$ cat src/sekf_pkg.sv
`timescale 1ns / 1ps

package sekf_pkg;

  // field widths
  localparam int unsigned ECHO_W  = 16;
  localparam int unsigned DIST_W  = 24;
  localparam int unsigned RANGE_W = 22;
  localparam int unsigned OUT_W   = 23;
  localparam int unsigned GAIN_W  = 17;
  localparam int unsigned COV_W   = 32;
  localparam int unsigned Q_W     = 16;
  localparam int unsigned R_W     = 20;

  // config bus
  localparam int unsigned CFG_ADDR_W = 5;
  localparam int unsigned CFG_DATA_W = 32;

  // shared adder width: 33-bit remainder or partial product plus one
  localparam int unsigned ALU_W = 34;

  // speed of sound 343 m/s, round trip halved afterwards
  localparam logic [8:0] DIST_MUL = 9'd343;
  localparam logic [OUT_W-1:0] INVALID_OFFSET_UM = 23'd1000000;

  // register reset values
  localparam logic [Q_W-1:0]     PROCESS_NOISE_RST = 16'd655;
  localparam logic [R_W-1:0]     MEASURE_NOISE_RST = 20'd6554;
  localparam logic [R_W-1:0]     INIT_COV_RST      = 20'd65536;
  localparam logic [RANGE_W-1:0] MIN_RANGE_RST     = 22'd20000;
  localparam logic [RANGE_W-1:0] MAX_RANGE_RST     = 22'd4000000;

  // register word index (byte address / 4)
  typedef enum logic [2:0] {
    REG_PROCESS_NOISE = 3'd0,
    REG_MEASURE_NOISE = 3'd1,
    REG_INIT_COV      = 3'd2,
    REG_MIN_RANGE     = 3'd3,
    REG_MAX_RANGE     = 3'd4
  } cfg_reg_e;

endpackage

$ cat src/sonar_echo_kalman_filter.sv
`timescale 1ns / 1ps

// Sonar echo Kalman filter: one echo width in, one filtered range out.
// Input channel: echo_us_i with in_valid_i / in_stall_o. A beat is taken when
// valid is high and stall is low; stall stays high while an item is worked on.
// Output channel: sample_valid_o, raw_range_um_o, filtered_range_um_o,
// gain_q16_o with out_valid_o / out_stall_i, held in an output register.
// Path from the accepting edge to the output register: a rejected echo goes
//   through S_CHECK and S_DONE, a first valid echo through S_CHECK, S_PRED,
//   S_DEN and S_DONE, a filter update also through S_DIV, S_GAIN, S_MUL_X,
//   S_FIX_X, S_MUL_P and S_FIX_P before S_DONE. The sequencer then returns
// to S_IDLE before it takes the next echo. An update is paced by one shared
// 34-bit adder that runs a restoring gain division and two shift-add multiplies,
// FRAC_BITS + 1 steps each.
// A new echo is taken while a finished result waits in the output register;
// if the receiver stalls, the next result waits in its final step until the
// output register frees up.
// Reset clears the filter: estimate 0, gain 0, covariance 1.0 (Q16), not
// primed, and all configuration registers to their defaults. A write to
// initial_covariance is only stored; reset always loads the default.
// Configuration goes through the APB port at byte address 4*index.

module sonar_echo_kalman_filter #(
  parameter int unsigned FRAC_BITS = 16
) (
  input  logic                                clk_i,
  input  logic                                rst_ni,
  // input channel
  input  logic                                in_valid_i,
  output logic                                in_stall_o,
  input  logic [sekf_pkg::ECHO_W-1:0]         echo_us_i,
  // output channel
  output logic                                out_valid_o,
  input  logic                                out_stall_i,
  output logic                                sample_valid_o,
  output logic [sekf_pkg::OUT_W-1:0]          raw_range_um_o,
  output logic [sekf_pkg::OUT_W-1:0]          filtered_range_um_o,
  output logic [sekf_pkg::GAIN_W-1:0]         gain_q16_o,
  // configuration
  input  logic                                psel,
  input  logic                                penable,
  input  logic                                pwrite,
  input  logic [sekf_pkg::CFG_ADDR_W-1:0]     paddr,
  input  logic [sekf_pkg::CFG_DATA_W-1:0]     pwdata,
  output logic [sekf_pkg::CFG_DATA_W-1:0]     prdata,
  output logic                                pready
);

  localparam int unsigned KW = FRAC_BITS + 1;
  localparam int unsigned CW = $clog2(KW);
  localparam logic [KW-1:0] ONE = {1'b1, {FRAC_BITS{1'b0}}};
  localparam int unsigned AW = sekf_pkg::ALU_W;

  typedef enum logic [3:0] {
    S_IDLE,
    S_CHECK,
    S_PRED,
    S_DEN,
    S_DIV,
    S_GAIN,
    S_MUL_X,
    S_FIX_X,
    S_MUL_P,
    S_FIX_P,
    S_DONE
  } state_e;

  state_e state_q;

  // configuration registers
  logic [sekf_pkg::Q_W-1:0]     q_noise_q;
  logic [sekf_pkg::R_W-1:0]     r_noise_q;
  logic [sekf_pkg::R_W-1:0]     init_cov_q;
  logic [sekf_pkg::RANGE_W-1:0] min_range_q;
  logic [sekf_pkg::RANGE_W-1:0] max_range_q;

  // filter state
  logic [sekf_pkg::RANGE_W-1:0] x_q;
  logic [sekf_pkg::COV_W-1:0]   cov_q;
  logic [sekf_pkg::GAIN_W-1:0]  gain_q;
  logic                         primed_q;

  // working registers
  logic [sekf_pkg::DIST_W-1:0]  dist_q;
  logic                         echo_nz_q;
  logic                         sv_q;
  logic [sekf_pkg::COV_W-1:0]   p_q;
  logic [sekf_pkg::RANGE_W-1:0] diff_q;
  logic                         up_q;
  logic [KW-1:0]                k_q;
  logic [AW-2:0]                acc_q;
  logic [AW-2:0]                opnd_q;
  logic [KW-1:0]                lo_q;
  logic [CW-1:0]                cnt_q;

  // output register
  logic                         out_valid_q;
  logic                         out_sv_q;
  logic [sekf_pkg::OUT_W-1:0]   out_raw_q;
  logic [sekf_pkg::OUT_W-1:0]   out_filt_q;
  logic [sekf_pkg::GAIN_W-1:0]  out_gain_q;

  // apb write and readback
  logic cfg_wr;
  assign cfg_wr = psel & penable & pwrite;
  assign pready = 1'b1;

  always_ff @(posedge clk_i or negedge rst_ni) begin
    if (!rst_ni) begin
      q_noise_q   <= sekf_pkg::PROCESS_NOISE_RST;
      r_noise_q   <= sekf_pkg::MEASURE_NOISE_RST;
      init_cov_q  <= sekf_pkg::INIT_COV_RST;
      min_range_q <= sekf_pkg::MIN_RANGE_RST;
      max_range_q <= sekf_pkg::MAX_RANGE_RST;
    end else if (cfg_wr) begin
      case (paddr[4:2])
        sekf_pkg::REG_PROCESS_NOISE: q_noise_q   <= pwdata[sekf_pkg::Q_W-1:0];
        sekf_pkg::REG_MEASURE_NOISE: r_noise_q   <= pwdata[sekf_pkg::R_W-1:0];
        sekf_pkg::REG_INIT_COV:      init_cov_q  <= pwdata[sekf_pkg::R_W-1:0];
        sekf_pkg::REG_MIN_RANGE:     min_range_q <= pwdata[sekf_pkg::RANGE_W-1:0];
        sekf_pkg::REG_MAX_RANGE:     max_range_q <= pwdata[sekf_pkg::RANGE_W-1:0];
        default: ;
      endcase
    end
  end

  always_comb begin
    case (paddr[4:2])
      sekf_pkg::REG_PROCESS_NOISE: prdata = 32'(q_noise_q);
      sekf_pkg::REG_MEASURE_NOISE: prdata = 32'(r_noise_q);
      sekf_pkg::REG_INIT_COV:      prdata = 32'(init_cov_q);
      sekf_pkg::REG_MIN_RANGE:     prdata = 32'(min_range_q);
      sekf_pkg::REG_MAX_RANGE:     prdata = 32'(max_range_q);
      default:                     prdata = '0;
    endcase
  end

  // echo width to micrometres
  logic [sekf_pkg::DIST_W:0] echo_prod;
  assign echo_prod = 25'(echo_us_i) * 25'(sekf_pkg::DIST_MUL);

  // range check
  logic dist_ok;
  assign dist_ok = echo_nz_q
                 && (dist_q >= 24'(min_range_q))
                 && (dist_q <= 24'(max_range_q));

  // predicted covariance with saturation
  logic [sekf_pkg::COV_W:0] p_sum;
  assign p_sum = 33'(cov_q) + 33'(q_noise_q);

  // shared adder: subtract in the division, accumulate in the multiplies
  logic [AW-1:0] alu_a;
  logic [AW-1:0] alu_b;
  logic          alu_cin;
  logic [AW:0]   alu_sum;
  logic [AW-1:0] rem2;

  assign rem2 = {acc_q, (cnt_q == '0) ? p_q[0] : 1'b0};

  always_comb begin
    if (state_q == S_DIV) begin
      alu_a   = rem2;
      alu_b   = ~{1'b0, opnd_q};
      alu_cin = 1'b1;
    end else begin
      alu_a   = {1'b0, acc_q};
      alu_b   = lo_q[0] ? {1'b0, opnd_q} : '0;
      alu_cin = 1'b0;
    end
  end

  assign alu_sum = (AW+1)'(alu_a) + (AW+1)'(alu_b) + (AW+1)'(alu_cin);

  // product >> FRAC_BITS, and whether any fraction bit was set
  logic [AW-1:0] prod_sh;
  logic          prod_frac;
  assign prod_sh   = {acc_q, lo_q[KW-1]};
  assign prod_frac = |lo_q[KW-2:0];

  // gain after the zero-denominator and upper clamp
  logic [KW-1:0] k_new;
  assign k_new = ((opnd_q == '0) || (lo_q > ONE)) ? ONE : lo_q;

  logic [sekf_pkg::OUT_W-1:0] bad_range;
  assign bad_range = sekf_pkg::OUT_W'(max_range_q) + sekf_pkg::INVALID_OFFSET_UM;

  logic out_free;
  assign out_free = !out_valid_q || !out_stall_i;

  // sequencer and output register
  always_ff @(posedge clk_i or negedge rst_ni) begin
    if (!rst_ni) begin
      state_q     <= S_IDLE;
      x_q         <= '0;
      cov_q       <= 32'(sekf_pkg::INIT_COV_RST);
      gain_q      <= '0;
      primed_q    <= 1'b0;
      out_valid_q <= 1'b0;
      cnt_q       <= '0;
    end else begin
      if (out_valid_q && !out_stall_i && (state_q != S_DONE)) begin
        out_valid_q <= 1'b0;
      end
      case (state_q)
        S_IDLE: begin
          if (in_valid_i) begin
            dist_q    <= echo_prod[sekf_pkg::DIST_W:1];
            echo_nz_q <= (echo_us_i != '0);
            state_q   <= S_CHECK;
          end
        end
        S_CHECK: begin
          sv_q    <= dist_ok;
          state_q <= dist_ok ? S_PRED : S_DONE;
        end
        S_PRED: begin
          p_q     <= p_sum[sekf_pkg::COV_W] ? '1 : p_sum[sekf_pkg::COV_W-1:0];
          state_q <= S_DEN;
        end
        S_DEN: begin
          if (!primed_q) begin
            x_q      <= dist_q[sekf_pkg::RANGE_W-1:0];
            primed_q <= 1'b1;
            cov_q    <= p_q;
            state_q  <= S_DONE;
          end else begin
            opnd_q  <= 33'(p_q) + 33'(r_noise_q);
            acc_q   <= 33'(p_q >> 1);
            lo_q    <= '0;
            cnt_q   <= '0;
            up_q    <= (dist_q[sekf_pkg::RANGE_W-1:0] >= x_q);
            diff_q  <= (dist_q[sekf_pkg::RANGE_W-1:0] >= x_q)
                       ? dist_q[sekf_pkg::RANGE_W-1:0] - x_q
                       : x_q - dist_q[sekf_pkg::RANGE_W-1:0];
            state_q <= S_DIV;
          end
        end
        // restoring division, one quotient bit a cycle
        S_DIV: begin
          acc_q <= alu_sum[AW] ? alu_sum[AW-2:0] : rem2[AW-2:0];
          lo_q  <= {lo_q[KW-2:0], alu_sum[AW]};
          cnt_q <= cnt_q + 1'b1;
          if (cnt_q == CW'(FRAC_BITS)) begin
            state_q <= S_GAIN;
          end
        end
        S_GAIN: begin
          k_q     <= k_new;
          gain_q  <= sekf_pkg::GAIN_W'(k_new);
          acc_q   <= '0;
          lo_q    <= k_new;
          opnd_q  <= 33'(diff_q);
          cnt_q   <= '0;
          state_q <= S_MUL_X;
        end
        // shift-add multiply, one multiplier bit a cycle
        S_MUL_X, S_MUL_P: begin
          acc_q <= alu_sum[AW-1:1];
          lo_q  <= {alu_sum[0], lo_q[KW-1:1]};
          cnt_q <= cnt_q + 1'b1;
          if (cnt_q == CW'(FRAC_BITS)) begin
            state_q <= (state_q == S_MUL_X) ? S_FIX_X : S_FIX_P;
          end
        end
        S_FIX_X: begin
          if (up_q) begin
            x_q <= x_q + prod_sh[sekf_pkg::RANGE_W-1:0];
          end else begin
            x_q <= x_q - prod_sh[sekf_pkg::RANGE_W-1:0]
                 - sekf_pkg::RANGE_W'(prod_frac);
          end
          acc_q   <= '0;
          lo_q    <= ONE - k_q;
          opnd_q  <= 33'(p_q);
          cnt_q   <= '0;
          state_q <= S_MUL_P;
        end
        S_FIX_P: begin
          cov_q   <= prod_sh[sekf_pkg::COV_W-1:0];
          state_q <= S_DONE;
        end
        S_DONE: begin
          if (out_free) begin
            out_valid_q <= 1'b1;
            out_sv_q    <= sv_q;
            out_raw_q   <= sv_q ? dist_q[sekf_pkg::OUT_W-1:0] : bad_range;
            out_filt_q  <= sv_q ? sekf_pkg::OUT_W'(x_q) : bad_range;
            out_gain_q  <= gain_q;
            state_q     <= S_IDLE;
          end
        end
        default: state_q <= S_IDLE;
      endcase
    end
  end

  assign in_stall_o          = (state_q != S_IDLE);
  assign out_valid_o         = out_valid_q;
  assign sample_valid_o      = out_sv_q;
  assign raw_range_um_o      = out_raw_q;
  assign filtered_range_um_o = out_filt_q;
  assign gain_q16_o          = out_gain_q;

  // checks
  a_primed_sticky: assert property (@(posedge clk_i) disable iff (!rst_ni)
    primed_q |=> primed_q)
    else $error("primed flag dropped");

  a_gain_bound: assert property (@(posedge clk_i) disable iff (!rst_ni)
    (state_q == S_MUL_X || state_q == S_FIX_X || state_q == S_MUL_P) |-> (k_q <= ONE))
    else $error("gain above one");

  a_step_count: assert property (@(posedge clk_i) disable iff (!rst_ni)
    (state_q == S_DIV || state_q == S_MUL_X || state_q == S_MUL_P)
      |-> (cnt_q <= CW'(FRAC_BITS)))
    else $error("step counter overrun");

  a_reject_fields: assert property (@(posedge clk_i) disable iff (!rst_ni)
    (out_valid_o && !sample_valid_o) |-> (raw_range_um_o == filtered_range_um_o))
    else $error("rejected beat with differing range fields");

endmodule
$ cat config.mk
export PLATFORM = sky130hd
export DESIGN_NAME = sonar_echo_kalman_filter
export DESIGN_NICKNAME = d
export VERILOG_FILES = /design/src/sekf_pkg.sv /design/src/sonar_echo_kalman_filter.sv
export SDC_FILE = /design/constraint.sdc
export NUM_CORES = 1
export LEC_CHECK = 0
export BUFFER_PORTS_ARGS = -buffer_cell sky130_fd_sc_hd__buf_2
export CORE_MARGIN = 10
export CORE_UTILIZATION = 38
export CTS_CLUSTER_SIZE = 10
export DETAILED_ROUTE_END_ITERATION = 16
export PLACE_DENSITY = 0.55
export SLEW_MARGIN = 10
export SYNTH_ARGS = -nofsm -noshare
export SYNTH_HDL_FRONTEND = slang
export SYNTH_SLANG_ARGS = --single-unit
$ cat constraint.sdc
create_clock -name clk_i -period 7 [get_ports clk_i]
set_input_delay 0.35 -clock clk_i [delete_from_list [all_inputs] [get_ports clk_i]]
set_output_delay 0.35 -clock clk_i [all_outputs]
set_load 0.03 [all_outputs]
==> results by group, run 1 <==
Floorplanning
  • Top Ports: 159
  • Row count: 106
  • Starting Density: 0.384
  • Die area: 0.0965 mm^2
  • Core Region: 0.0837 mm^2
  • Die height: 311 um
  • Chip width: 311 um

Place
  • Cell count after placement: 4,556
  • Final HPWL DP: 78.7 mm
  • # port buffers: 135
  • Final Wtd Congestion: 0.921

Clock network
  • Clock Pin Slew Worst Setup and Hold Paths: 0.06 ns
  • Clock Tree Root: clkbuf_16
  • CTS Buffer Depth: 3
  • H-Tree Depth: 2
  • Post-CTS Setup Inserts: 0
  • Number of CTS-inserted buffers: 52
  • Later-pin clock latency in the skew report: 0.61 ns
  • Sink Count: 427
  • CTS tree: yes

Synth
  • Synth area leaders: edfxtp_1, dfrtp_1, ha_1, nand2_1, fa_1
  • Post-Synthesis Cells: 3,392
  • Synth warnings: 0
  • Avg Inst Size Synth: 9.46 um^2
  • Top-area cell type share of the netlist area: 0.229
  • Flops & latches, synth: 427
  • Register area share after synthesis: 0.372
  • Post-Synthesis Cell Area: 0.0321 mm^2
  • Synth Flop Type: edfxtp_1
  • Synth unique cells: 94
  • Area leader, netlist: edfxtp_1
  • Post-synth EDFFs: 245
  • FFs w/ async S/R, synth: 0.426

Final layout
  • Post-route insts no fill: 4,669
  • Layout cells sized above 1: 0.120
  • Synth-to-Final Area Change: 11.3%
  • Most frequent cells in the layout: nand2_1, ha_1, inv_1
  • Commonest non-fill, non-tap cell in the layout: nand2_1
  • Final Core Density: 0.427
  • Nets@finish: 3,911

Power
  • Leak Pwr: 0.0155 uW
  • Switch share: 0.459
  • Power Density: 448 mW/mm^2
  • Peak supply drop: 0.000197 V
  • Switching Power: 7340 uW
  • Internal power: 8660 uW
  • Combinational Power Share: 0.552
  • Clk pwr share: 0.166
  • Seq pwr share: 0.282

Detailed routing
  • WL final: 103 mm
  • First-pass DRT Iterations: 5
  • Routed vias/inst: 5.52
  • Per-cell routed wire length: 22.1 um
  • Post-route ant nets: 0
  • DRT iter0 DRCs: 2,154
  • Via count: 25,765
  • DRC: 0

Critical path
  • Worst Path Max Fanout: 51
  • Setup crit end kind: register
  • CP Launch Type: register
  • CP required: 7.30 ns
  • CP Class: register to register
  • FF-to-FF Start: state_q[3]$_DFFE_PN0P_
  • Worst setup path startpoint: state_q[3]$_DFFE_PN0P_
  • Crit path DAT: 6.06 ns

Global routing
  • Largest net degree at the start of global routing: 73
  • Gr usage total: 0.207
  • Initial antenna violation count: 2
  • Vias in the first global route: 24,963
  • First-pass GRT wire length: 157 mm
  • Grt ovf: 0

Min path
  • Hold Path Class: input pin to register
  • HP Start: pwdata[12]

Run status
  • Status: completed

Timing
  • Worst-Margin Slew: 1.15 ns
  • Slew margin rel.: 0.231
  • # setup viols final: 0
  • Hold Violations, Final: 0
  • Period utilisation layout: 0.822
  • Fin. max-slew vios: 0
  • Minimum clock period: 5.75 ns
  • FMAX: 174 MHz
  • TNS Setup: 0 ns
  • Worst Skew: 0.0241 ns
  • RSZ-0062 raised after global routing: false

Run
  • Total of max-cap violations: 0
-- cell families (layout without fill, tap and decap cells) --
group	count (synthesis)	after routing	synth area share
simple gates	968	968	0.140
flops	427	427	0.372
mux	151	151	0.0502
fa+ha+maj	361	361	0.155
compound gates	912	912	0.189
buf+inv	418	551	0.0515
other cells	2	12	0.000234
xor+xnor	153	153	0.0417
-- state kept, by name, indices dropped and copies added (netlist names), 4 cells and up --
signal	flops
x_q	22
k_q	17
filtered_range_um_o	23
p_q	32
raw_range_um_o	23
acc_q	33
cnt_q	5
min_range_q	22
lo_q	17
opnd_q	33
dist_q	24
cov_q	32
state_q	4
gain_q	17
diff_q	22
max_range_q	22
init_cov_q	20
gain_q16_o	17
q_noise_q	16
r_noise_q	20
-- synth_stat cells, drive strengths merged, types with 35 or more instances --
cell and instances:
a22oi 60, nor2b 35, fa 62, a21oi 210, nand2 419, xor2 52
o21ai 249, dfrtp 155, nor3 51, a21o 96, inv 266, ha 299
and2 40, mux2i 72, nand3 47, edfxtp 245, xnor2 101, mux2 79
clkbuf 120, nor2 193, nand2b 42
-- power groups by stage --
stage | logic (uW) | clock network [uW] | registers (uW)
final | 8830 | 2650 | 4520
after CTS | 8790 | 2710 | 4510
after global placement | 8690 | 0 | 4540
after global routing | 9840 | 2810 | 4580
after floorplan | 6600 | 0 | 4170
after detailed placement | 8710 | 0 | 4550
-- per-stage QoR --
stage	total power (uW)	area [um^2]	hold slack (ns)	setup slack, ns
finish	16000	35700	0.0198	1.25
global route	17200	35700	0.0400	0.897
CTS	16000	35700	0.00198	1.30
detailed placement	13300	34000	0.414	1.36
global placement	13200	34000	0.412	1.40
floorplan	10800	32100	0.0544	1.09
-- final timing paths --
check	endpoint	slack, ns	cells past startpoint
max in group asynchronous	x_q[21]$_DFFE_PN0P_	4.48	4
setup / recovery	acc_q[9]$_DFFE_PP_	1.25	17
hold / removal	min_range_q[12]$_DFFE_PN0P_	0.02	3
setup reg to reg	acc_q[9]$_DFFE_PP_	1.25	17
hold reg to reg	gain_q16_o[10]$_DFFE_PP_	0.45	0
min in group asynchronous	x_q[5]$_DFFE_PN0P_	0.35	2
-- layout make-up --
class | instances | area [um^2]
multi-input cells | 2556 | 18600
repair buffers | 187 | 1110
clock buffers | 91 | 1560
fillers | 8285 | 48000
flip-flops and latches | 427 | 11900
well taps | 1134 | 1420
clock inverters | 7 | 75.1
diodes | 1 | 2.50
inverters | 266 | 998
-- worst max-delay path, stage by stage (launching register included) --
cell and delay [ns]:
dfrtp_1 0.57, nand2b_1 0.37, nor3_4 0.20, buf_4 0.57, and4b_1 0.31, a21oi_1 0.06, fa_1 0.46, fa_1 0.43
nand2b_1 0.19, a21oi_1 0.22, o21ai_2 0.14, a211oi_2 0.41, o311ai_4 0.18, a31oi_4 0.61, buf_4 0.31, nor2_1 0.06
a221oi_1 0.22, a21oi_1 0.10
-- repair_timing --
action | 4_1_cts | 5_1_grt
hold endpoints to repair | 80 | 0
hold buffers | 14 | 0
resized for setup | 0 | 0
-- layer usage --
metal / track usage / vias to the layer above / wire, um
li1: - / 12417 / -
met1: 0.286 / 12497 / 47500
met2: 0.337 / 719 / 47600
met3: 0.0220 / 132 / 4790
met4: 0.0652 / 0 / 3320
met5: 0 / - / 0
Note: power is estimated with default switching activity, not from simulation.
==> inputs of run 2 (changes only) <==
clock period = 6 ns   (was 7 ns; I/O delays follow)
==> run 2 against run 1 <==
Compared with the run above:
- via count increased by 0.96%
- hold slack better by 0.016 ns
- sequential power up 17%
- wire length about the same
- worst setup slack got worse by 0.61 ns
- power grew 17%
- die area did not move
- core utilization is 0.13 points higher
- final area increased by 0.30%
- largest cell class unchanged
==> results by group, run 2 (synthesis results as in run 1) <==
Run status
  • Status: completed (unchanged)

Floorplanning
  • Row count: 106 (unchanged)
  • Chip width: 311 um (unchanged)
  • Core Region: 0.0837 mm^2 (unchanged)
  • Starting Density: 0.384 (unchanged)
  • Die height: 311 um (unchanged)
  • Top Ports: 159 (unchanged)
  • Die area: 0.0965 mm^2 (unchanged)

Timing
  • Slew margin rel.: 0.251 (was 0.231)
  • Hold Violations, Final: 0 (unchanged)
  • TNS Setup: 0 ns (unchanged)
  • Period utilisation layout: 0.893 (was 0.822)
  • WHS: 0.0362 ns (was 0.0198 ns)
  • RSZ-0062 raised after global routing: false (unchanged)
  • Minimum clock period: 5.36 ns (was 5.75 ns)
  • # setup viols final: 0 (unchanged)
  • FMAX: 187 MHz (was 174 MHz)
  • Worst Skew: 0.0313 ns (was 0.0241 ns)
  • Worst-Margin Slew: 1.12 ns (was 1.15 ns)
  • Fin. max-slew vios: 0 (unchanged)

Critical path
  • CP required: 6.37 ns (was 7.30 ns)
  • CP Class: register to register (unchanged)
  • Worst Path Max Fanout: 35 (was 51)
  • Crit path DAT: 5.73 ns (was 6.06 ns)
  • Setup crit end kind: register (unchanged)
  • Worst R2R Path Depth: 18 (was 17)
  • Cell chain of the critical path: nand2b_1 > nor3_4 > inv_2 > and2_1 > buf_4 > a21oi_1 > fa_1 > fa_1 > nand2b_1 > a21oi_1 > o21ai_2 > a211oi_2 > o311ai_4 > a31oi_4 > buf_4 > nor2_1 > a2111oi_0 > nor2_1 (was nand2b_1 > nor3_4 > buf_4 > and4b_1 > a21oi_1 > fa_1 > fa_1 > nand2b_1 > a21oi_1 > o21ai_2 > a211oi_2 > o311ai_4 > a31oi_4 > buf_4 > nor2_1 > a221oi_1 > a21oi_1)
  • CP Launch Type: register (unchanged)
  • CP peak stage delay: 0.67 ns (was 0.61 ns)
  • Critical-path top delay cell: dfrtp_1 (was a31oi_4)

Power
  • Power, Total: 18,700 uW (was 16,000 uW)
  • Leak Pwr: 0.0155 uW (about the same)
  • Peak supply drop: 0.000265 V (was 0.000197 V)
  • Power Density: 522 mW/mm^2 (was 448 mW/mm^2)

Detailed routing
  • WL final: 103 mm (about the same)
  • DRC: 0 (unchanged)
  • First-pass DRT Iterations: 6 (was 5)
  • Routed vias/inst: 5.56 (was 5.52)
  • DRT iter0 DRCs: 2,356 (was 2,154)
  • Post-route ant nets: 0 (unchanged)
  • Per-cell routed wire length: 22.0 um (was 22.1 um)
  • Via count: 26,012 (was 25,765)

Final layout
  • Register area: 0.0119 mm^2 (unchanged)
  • Commonest non-fill, non-tap cell in the layout: nand2_1 (unchanged)
  • Final Core Density: 0.428 (was 0.427)
  • Most frequent cells in the layout: nand2_1, ha_1, inv_1 (unchanged)
  • Nets@finish: 3,923 (was 3,911)
  • Multi-input combinational cell area: 0.0186 mm^2 (unchanged)
  • Largest regs: acc_q: 33 flops, opnd_q: 33 flops (unchanged)
  • Synth-to-Final Area Change: 11.7% (was 11.3%)
  • Layout cells sized above 1: 0.120 (about the same)
  • Post-route cell area: 0.0358 mm^2 (was 0.0357 mm^2)
  • Filler instances: 8,171 (was 8,285)
  • Diodes inserted: 0 (was 1)

Clock network
  • Post-CTS Setup Inserts: 0 (unchanged)
  • Number of CTS-inserted buffers: 53 (was 52)
  • Sink Count: 427 (unchanged)
  • Clock Tree Root: clkbuf_16 (unchanged)
  • H-Tree Depth: 2 (unchanged)
  • Clock Pin Slew Worst Setup and Hold Paths: 0.07 ns (was 0.06 ns)
  • CTS tree: yes (unchanged)
  • Later-pin clock latency in the skew report: 0.64 ns (was 0.61 ns)
  • # hold bufs at CTS: 24 (was 14)
  • Post-CTS sizing: 0 (unchanged)
  • CTS Buffer Depth: 3 (unchanged)

Place
  • DP Area: 0.0340 mm^2 (about the same)
  • Final Wtd Congestion: 0.951 (was 0.921)
  • Final HPWL DP: 78.7 mm (about the same)
  • # port buffers: 135 (unchanged)

Global routing
  • Grt ovf: 0 (unchanged)
  • Initial antenna violation count: 1 (was 2)
  • Vias in the first global route: 24,767 (was 24,963)
  • Gr usage total: 0.207 (about the same)
  • First-pass GRT wire length: 156 mm (was 157 mm)
  • Largest net degree at the start of global routing: 109 (was 73)

Min path
  • Hold path depth: 5 (was 3)
  • Hold Path Class: input pin to register (unchanged)

Run
  • Total of max-cap violations: 0 (unchanged)
[run 2: cell types whose count changed in the layout (fill, tap and decap cells not counted), moves of 2 or more]
cell	change
inv_16	+3
clkinvlp_4	+2
clkinv_1	+2
dlygate4sd3_1	+10
[run 2: power breakdown]
group	switching (uW)	total, uW	internal, uW
registers	1000	5280	4270
clock network	1360	3090	1730
logic	6280	10300	4060
total	8630	18700	10100
[run 2: layout make-up]
type,count,share of cell area
clock buffer,88,0.0424
clock inverter,11,0.00297
inverter,266,0.0279
multi-input combinational,2556,0.520
sequential,427,0.333
tap,1134,0.0396
timing repair buffer,198,0.0343
[run 2: worst paths after layout]
check / start / to / slack (ns)
max: state_q[3]$_DFFE_PN0P_ / acc_q[21]$_DFFE_PP_ / 0.64
min: penable / max_range_q[21]$_DFFE_PN1P_ / 0.04
max reg2reg: state_q[3]$_DFFE_PN0P_ / acc_q[21]$_DFFE_PP_ / 0.64
min reg2reg: gain_q[16]$_DFFE_PN0P_ / gain_q16_o[16]$_DFFE_PP_ / 0.45
max in group asynchronous: rst_ni / r_noise_q[19]$_DFFE_PN0P_ / 4.55
min in group asynchronous: rst_ni / x_q[0]$_DFFE_PN0P_ / 0.28
[run 2: layer usage]
metal | vias to the layer above | wire (um) | GRT usage
met2 | 798 | 48100 | 0.337
li1 | 12442 | - | -
met4 | 2 | 2890 | 0.0586
met3 | 125 | 5570 | 0.0257
met1 | 12645 | 46600 | 0.284
met5 | - | 14 | 0
[run 2: critical path: cells and delay by family (launching register included)]
family                     cells  cell delay (ns)
adders and majority gates      2             0.82
DFF                            1             0.67
and+or+nand+nor                6             0.99
buffers and inverters          3             0.96
AOI/OAI and AO/OA              7             1.64
[run 2: per-stage QoR]
stage	std cells	worst slack, ns
after floorplan	3401	0.0870
after global placement	4557	0.756
after detailed placement	4557	0.709
after CTS	4680	0.692
after global routing	4680	0.243
final	4680	0.640
